===== src/rtl/core/bva_pkg.sv =====
`timescale 1ns / 1ps
package bva_pkg;

    localparam int OpW     = 4;
    localparam int DataW   = 32;
    localparam int SliceW  = 5;
    localparam int WidthDefault = 32;
    localparam int QueueDepth   = 2;

    typedef enum logic [OpW-1:0] {
        OP_AND   = 4'd0,
        OP_NOT   = 4'd1,
        OP_ULT   = 4'd2,
        OP_EQ    = 4'd3,
        OP_ADD   = 4'd4,
        OP_SLL   = 4'd5,
        OP_SRL   = 4'd6,
        OP_MUL   = 4'd7,
        OP_UDIV  = 4'd8,
        OP_UREM  = 4'd9,
        OP_SLICE = 4'd10,
        OP_COND  = 4'd11
    } t_opcode;

    // work class picked by the front end
    typedef enum logic [1:0] {
        CL_SIMPLE = 2'd0,
        CL_MUL    = 2'd1,
        CL_DIV    = 2'd2
    } t_class;

endpackage


===== src/rtl/core/bva_queue.sv =====
`timescale 1ns / 1ps
module bva_queue
    import bva_pkg::*;
#(
    parameter int WIDTH = WidthDefault
) (
    input  logic             i_clk,
    input  logic             i_rst_n,
    input  logic             i_valid,
    output logic             o_ready,
    input  t_class           i_class,
    input  logic             i_rem,
    input  logic [WIDTH-1:0] i_a,
    input  logic [WIDTH-1:0] i_b,
    input  logic [WIDTH-1:0] i_simple,
    output logic             o_valid,
    input  logic             i_ready,
    output t_class           o_class,
    output logic             o_rem,
    output logic [WIDTH-1:0] o_a,
    output logic [WIDTH-1:0] o_b,
    output logic [WIDTH-1:0] o_simple
);
    typedef struct packed {
        t_class           cls;
        logic             rem;
        logic [WIDTH-1:0] a;
        logic [WIDTH-1:0] b;
        logic [WIDTH-1:0] simple;
    } t_entry;

    t_entry     r_mem [QueueDepth];
    logic       r_wp, r_rp;
    logic [1:0] r_cnt;
    logic       push, pop;

    assign o_ready = (r_cnt != 2'(QueueDepth));
    assign o_valid = (r_cnt != 2'd0);
    assign push    = i_valid && o_ready;
    assign pop     = o_valid && i_ready;

    always_ff @(posedge i_clk) begin
        if (!i_rst_n) begin
            r_wp  <= 1'b0;
            r_rp  <= 1'b0;
            r_cnt <= 2'd0;
        end else begin
            if (push) r_wp <= ~r_wp;
            if (pop)  r_rp <= ~r_rp;
            r_cnt <= r_cnt + 2'(push) - 2'(pop);
        end
        if (push) r_mem[r_wp] <= '{i_class, i_rem, i_a, i_b, i_simple};
    end

    assign o_class  = r_mem[r_rp].cls;
    assign o_rem    = r_mem[r_rp].rem;
    assign o_a      = r_mem[r_rp].a;
    assign o_b      = r_mem[r_rp].b;
    assign o_simple = r_mem[r_rp].simple;
endmodule


===== config.mk =====
export PLATFORM = sky130hd
export DESIGN_NAME = bva_queue
export DESIGN_NICKNAME = d
export VERILOG_FILES = /design/src/rtl/core/bva_pkg.sv /design/src/rtl/core/bva_queue.sv
export SDC_FILE = /design/constraint.sdc
export NUM_CORES = 1
export LEC_CHECK = 0
export ABC_AREA = 1
export BUFFER_PORTS_ARGS = -buffer_cell sky130_fd_sc_hd__buf_2
export CAP_MARGIN = 10
export CORE_MARGIN = 8
export CORE_UTILIZATION = 56
export CTS_CLUSTER_SIZE = 10
export DETAILED_ROUTE_END_ITERATION = 12
export PLACE_DENSITY = 0.85
export SETUP_SLACK_MARGIN = 0.15
export SLEW_MARGIN = 20
export SYNTH_ARGS = -nofsm -noshare
export SYNTH_HDL_FRONTEND = slang
export SYNTH_SLANG_ARGS = --single-unit

===== constraint.sdc =====
create_clock -name i_clk -period 13.7 [get_ports i_clk]
set_input_delay 0.685 -clock i_clk [delete_from_list [all_inputs] [get_ports i_clk]]
set_output_delay 0.685 -clock i_clk [all_outputs]
set_load 0.1 [all_outputs]

==> key figures, run 1 <==
Status
  • Status: finished clean

Setup path
  • Critical path type: flop to primary output
  • Slowest cell on crit path: buf_4
  • Worst Path Required: 13.02 ns
  • Worst setup EP type: primary output
  • Reg2Reg Launch Point: r_cnt[0]
  • Arrival @ worst endpoint: 2.73 ns
  • Worst-path cell chain: buf_4, mux2_2, buf_2
  • Startpoint Class: flop
  • Max incr delay on CP: 0.76 ns
  • Biggest fanout along the worst timing path: 63

Cells and area
  • P&R area growth vs syn: 25.19%
  • Antenna diodes: 0
  • Layout cells sized above 1: 0.5819
  • Filler cell count: 802
  • Final nets: 670
  • Layout Utilization: 0.7091

Logic synthesis
  • Yosys reg bits: 203
  • Synth Area in Compound Gates: 0.001350
  • Synth Area per Inst: 21.55 µm²
  • Syn_nets: 449
  • Post-synth EDFFs: 198
  • Unique cell type count in the Yosys netlist: 12
  • Dominant cells by area after synthesis: edfxtp_1 80%, mux2_2 14%, mux2_4 2.0%, dfxtp_1 1.4%, buf_2 0.54%
  • Simple-Gate Fraction of Synth Area: 0.01063
  • Synth area leader: edfxtp_1
  • YS warnings: 0
  • Most common cell in the synthesized netlist: edfxtp_1
  • Largest family of logic cells by synthesized area: multiplexers
  • Post-synth design cell area: 7412 µm²
  • Ys async rst share: 0
  • Most frequently used flop master after synthesis: edfxtp_1
  • Post-Synth Adder-Cell Area: 0.003376
  • Seq/Total Area, Yosys: 0.8157
  • Proportion of synthesized area in mux cells: 0.1555
  • Xor and xnor area share after synthesis: 0
  • Post-Syn Instances: 344
  • Top-area cell type share of the netlist area: 0.8022
  • Leading post-synthesis cells by instance count: 198 x edfxtp_1, 89 x mux2_2, 10 x mux2_4

Global routing
  • Overflow left after global routing: 0
  • Initial antenna violation count: 1
  • Vias in the first global route: 4246
  • Global-route wire length before repair: 21950 µm
  • Largest net degree at the start of global routing: 75
  • Total track usage: 0.1680

Timing
  • Max Freq: 0.2926 GHz
  • Final Critical Period: 3.418 ns
  • Max-slew headroom: 0.3408
  • Setup TNS: 0 ns
  • RSZ-0062 raised after global routing: false
  • Max Slew Vio Count: 0
  • Fin Clk Skew: 0.007479 ns
  • Slew @ Worst Pin: 0.9887 ns
  • Final Hold Fails: 0
  • Fin crit share: 0.2495
  • Final setup viols: 0

Clock tree
  • Post-CTS resize count: 0
  • # clock sinks: 203
  • CTS tree: done
  • CTS Buffer Depth: 3
  • CTS Buf Count: 24
  • Clk_lat worst skew: 0.48 ns
  • Clock transition at path regs: 0.05 ns
  • Postcts setup bufs: 0
  • CTS Hold Buffers Added: 0
  • H-tree levels: 1
  • Clk Tree Root Cell: clkbuf_16

Floorplanning
  • Initial core utilization: 0.5665
  • Top-level I/O count: 204
  • Die area: 17170 µm²
  • Die height: 131.0 µm
  • Core Box Area: 13090 µm²
  • Row count: 42
  • Die width: 131.0 µm

Placement
  • # port buffers: 203
  • DP HPWL: 10010 µm
  • RD Place Congestion: 0.7295

Drt
  • Detailed Routing Iterations Pass 1: 4
  • Post-DRT Antenna Nets: 0
  • DRT iter0 DRCs: 234
  • DRT Wirelength: 14830 µm
  • Drt drc: 0
  • Vias per cell: 5.200
  • Vias after detailed routing: 3900
  • WL/cell: 19.77 µm

Job
  • Max_cap viols: 0

Worst hold path
  • HP Class: input pin to flop
  • Hold_sp: i_simple[20]
## logic make-up after synthesis
kind of cell / Yosys count
buf+inv: 18
fa+ha+maj: 2
simple gates: 20
flops: 203
mux: 99
compound gates: 2
## metrics by stage
stage,cell area [µm²],worst slack [ns],std cells,hold slack (ns)
2_1_floorplan,7412,7.733,344,0.4675
3_5_place_dp,8611,10.77,715,0.5072
4_1_cts,9279,10.24,750,0.3652
6_report,9279,10.28,750,0.3828
3_3_place_gp,8611,10.80,715,0.4866
5_1_grt,9279,10.13,750,0.3691
## area by class of cell
| class | count | area, µm² | area share |
|---|---|---|---|
| Multi-Input combinational cell | 123 | 1274 | 0.1373 |
| Timing Repair Buffer | 206 | 1039 | 0.1119 |
| Tap cell | 176 | 220.2 | 0.02373 |
| Clock inverter | 1 | 8.758 | 0.0009439 |
| Sequential cell | 203 | 6050 | 0.6520 |
| Inverter | 7 | 28.78 | 0.003101 |
| Clock buffer | 34 | 659.4 | 0.07106 |
## registers in the layout, summed over array words and instances, names as in the netlist, named ones only
name	cells
r_mem	198
r_wp	1
r_rp	1
r_cnt	2
## metal layers
metal / track usage / share of wire / vias to the layer above
li1: - / - / 1787
met1: 0.1955 / 0.36 / 1907
met2: 0.2949 / 0.51 / 181
met3: 0.05195 / 0.11 / 23
met4: 0.04524 / 0.014 / 2
met5: 0 / 0.00088 / -
## path summary, 6_finish.rpt
path,to,cells after the start,slack (ns)
setup / recovery,o_simple[31],3,10.28
hold / removal,r_mem[0][20],1,0.38
setup reg to reg,r_mem[0][94],5,11.12
hold reg to reg,r_rp,2,0.52
## critical path, delay by kind of cell (launching register included)
kind     cells  cell delay, ns
mux          1            0.31
flops        1            0.69
buf+inv      2            1.20
## cells in the final DEF, fill, tap and decap left out, drive strengths merged
| cell | n |
|---|---|
| nand3 | 3 |
| nand2 | 9 |
| mux2 | 99 |
| nor2 | 8 |
| edfxtp | 198 |
| clkinv | 1 |
| inv | 7 |
| dfxtp | 5 |
| a21oi | 2 |
| buf | 206 |
| ha | 2 |
| clkbuf | 34 |
Power of run 1 is not shown: default switching activity piles up to over one toggle a cycle in this logic, so the estimate is an artifact.
==> inputs of run 2 (changes only) <==
--- a/config.mk
+++ b/config.mk
@@ -5,14 +5,14 @@
 export SDC_FILE = /design/constraint.sdc
 export NUM_CORES = 1
 export LEC_CHECK = 0
-export ABC_AREA = 1
+export ABC_AREA = 0
 export BUFFER_PORTS_ARGS = -buffer_cell sky130_fd_sc_hd__buf_2
 export CAP_MARGIN = 10
 export CORE_MARGIN = 8
-export CORE_UTILIZATION = 56
+export CORE_UTILIZATION = 47
 export CTS_CLUSTER_SIZE = 10
 export DETAILED_ROUTE_END_ITERATION = 12
-export PLACE_DENSITY = 0.85
+export PLACE_DENSITY = 0.76
 export SETUP_SLACK_MARGIN = 0.15
 export SLEW_MARGIN = 20
 export SYNTH_ARGS = -nofsm -noshare
==> constraint.sdc (replaced) <==
create_clock -name i_clk -period 3 [get_ports i_clk]
set_input_delay 0.15 -clock i_clk [delete_from_list [all_inputs] [get_ports i_clk]]
set_output_delay 0.15 -clock i_clk [all_outputs]
set_load 0.1 [all_outputs]
==> key figures, run 2 <==
Status
  • Status: finished clean

Clock tree
  • CTS Buf Count: 24
  • Clk Tree Root Cell: clkbuf_16
  • Clock transition at path regs: 0.05 ns
  • CTS Buffer Depth: 3
  • CTS tree: done
  • Postcts setup bufs: 0
  • H-tree levels: 1
  • # clock sinks: 203
  • Clk_lat worst skew: 0.50 ns

Setup path
  • Critical path type: flop to primary output
  • Worst Path Required: 2.85 ns
  • FF-to-FF path depth: 8
  • Biggest fanout along the worst timing path: 31
  • Reg2Reg Launch Point: r_cnt[0]
  • Crit path capture: o_simple[18]
  • Max incr delay on CP: 0.65 ns
  • Worst-path cell chain: buf_4, mux2_2, buf_2
  • Slowest cell on crit path: dfxtp_4
  • Worst setup EP type: primary output
  • RR Endpoint: r_cnt[1]
  • Arrival @ worst endpoint: 2.20 ns
  • Startpoint Class: flop
  • Register-to-register setup slack: 1.20 ns

Global routing
  • Initial antenna violation count: 0
  • Vias in the first global route: 4686
  • Global-route wire length before repair: 24740 µm
  • Met3 usage: 0.04603
  • Met1 usage: 0.1733
  • Met2 Usage GRT: 0.2820
  • Most used routing layer: met2
  • Overflow left after global routing: 0
  • Largest net degree at the start of global routing: 53
  • Total track usage: 0.1557

Power
  • Pwr Total: 11.02 mW
  • Power per standard cell area: 1057 nW/µm²
  • VDD IR max: 0.0008128 V
  • Leak: 3.946 nW

Logic synthesis
  • Leading post-synthesis cells by instance count: 198 x edfxtp_1, 89 x mux2_2, 10 x mux2_4
  • Synth area leader: edfxtp_1
  • Synth Area per Inst: 22.31 µm²
  • Post-synth EDFFs: 198
  • Syn_nets: 437
  • Dominant cells by area after synthesis: edfxtp_1 80%, mux2_2 14%, mux2_4 2.0%, dfxtp_1 1.4%, buf_2 0.54%
  • YS warnings: 0
  • Post-Syn Instances: 332
  • Seq/Total Area, Yosys: 0.8164
  • Top-area cell type share of the netlist area: 0.8028
  • Post-synth design cell area: 7406 µm²
  • Yosys reg bits: 203
  • Unique cell type count in the Yosys netlist: 18
  • Most frequently used flop master after synthesis: edfxtp_1
  • Most common cell in the synthesized netlist: edfxtp_1
  • Ys async rst share: 0

Floorplanning
  • Die width: 141.5 µm
  • Core Box Area: 15660 µm²
  • Row count: 46
  • Die area: 20030 µm²
  • Top-level I/O count: 204
  • Die height: 141.5 µm
  • Initial core utilization: 0.4731

Cells and area
  • Top Registers: r_mem (198), r_cnt (2)
  • Max reg flops: 198
  • Final nets: 762
  • Commonest non-fill, non-tap cell in the layout: buf_2
  • Layout cells sized above 1: 0.5045
  • Area of the multi-input gates: 1303 µm²
  • Antenna diodes: 0
  • Filler cell count: 1044
  • Leading cell types in the layout, fill and taps excluded: 203 x buf_2, 198 x edfxtp_1, 100 x dlygate4sd3_1, 89 x mux2_2, 25 x clkbuf_16
  • P&R area growth vs syn: 40.68%
  • Register Area: 6050 µm²
  • Top reg by flops: r_mem

Placement
  • DP HPWL: 9823 µm
  • RD Place Congestion: 0.7668
  • # port buffers: 203

Drt
  • Vias after detailed routing: 4235
  • DRT Wirelength: 16050 µm
  • Post-DRT Antenna Nets: 0
  • Vias per cell: 4.758
  • Drt drc: 0
  • DRT iter0 DRCs: 186
  • WL/cell: 18.03 µm
  • Detailed Routing Iterations Pass 1: 7

Job
  • Max_cap viols: 0

Timing
  • Max Slew Vio Count: 0
  • Final Critical Period: 2.349 ns
  • Max-slew headroom: 0.5392
  • Slew @ Worst Pin: 0.6912 ns
  • Setup TNS: 0 ns
  • Final Hold Fails: 0
  • Final setup viols: 0
  • Fin crit share: 0.7830
  • Max Freq: 0.4257 GHz
  • Fin Clk Skew: 0.01443 ns
  • RSZ-0062 raised after global routing: false

Worst hold path
  • HP Class: input pin to flop
==> run 2: how the worst min path moves through the flow <==
stage,endpoint,startpoint,depth (start not counted)
floorplan,r_mem[0][0],i_simple[0],0
global placement,r_mem[0][10],i_simple[10],1
detailed placement,r_mem[1][29],i_simple[29],1
finish,r_wp,i_valid,3
CTS,r_wp,i_valid,3
global route,r_wp,i_valid,3
==> run 2: area by class of cell <==
type                       count  area share
tap                          216     0.02594
clock inverter                 1   0.0008406
inverter                       1   0.0003603
multi-input combinational    117      0.1250
clock buffer                  42     0.06617
timing repair buffer         310      0.2010
sequential                   203      0.5806
==> run 2: worst max-delay path: cells and delay by family (launching register included) <==
kind / cells / cell delay (ns)
flops: 1 / 0.65
buf+inv: 2 / 0.64
mux: 1 / 0.38
==> run 2: cell families after synthesis <==
kind of cell / synth area share
DFF: 0.8164
muxes: 0.1570
buffers and inverters: 0.01047
and+or+nand+nor: 0.008279
xor gates and xnor gates: 0.003549
adders and majority gates: 0.003378
AOI/OAI and AO/OA: 0.001014
==> run 2: metrics by stage <==
stage | cell area, µm² | util | hold slack [ns] | std cells | setup WS [ns]
after floorplan | 7422 | - | 0.2489 | 332 | 0.2041
after global placement | 8720 | 0.5570 | 0.3376 | 747 | 1.186
after detailed placement | 8720 | 0.5570 | 0.3412 | 747 | 1.169
after CTS | 10420 | 0.6655 | 0.07020 | 890 | 0.6390
after global routing | 10420 | 0.6655 | 0.09279 | 890 | 0.5723
final | 10420 | 0.6655 | 0.08626 | 890 | 0.6511
==> run 2: layer usage <==
| layer | wire length, µm | vias up |
|---|---|---|
| met3 | 1182 | 23 |
| met5 | 0 | - |
| li1 | - | 1969 |
| met4 | 294 | 0 |
| met2 | 8383 | 155 |
| met1 | 6186 | 2088 |
==> run 2: what timing repair did <==
item / CTS / global route
hold buffers: 100 / 0
gates resized for setup: 0 / 0
hold endpoints to repair: 203 / 0
==> run 2: where the power goes <==
group	internal, mW	switching (mW)
clock network	1.54	1.00
logic	0.944	3.79
registers	3.57	0.163
Note: power is estimated with default switching activity, not from simulation.
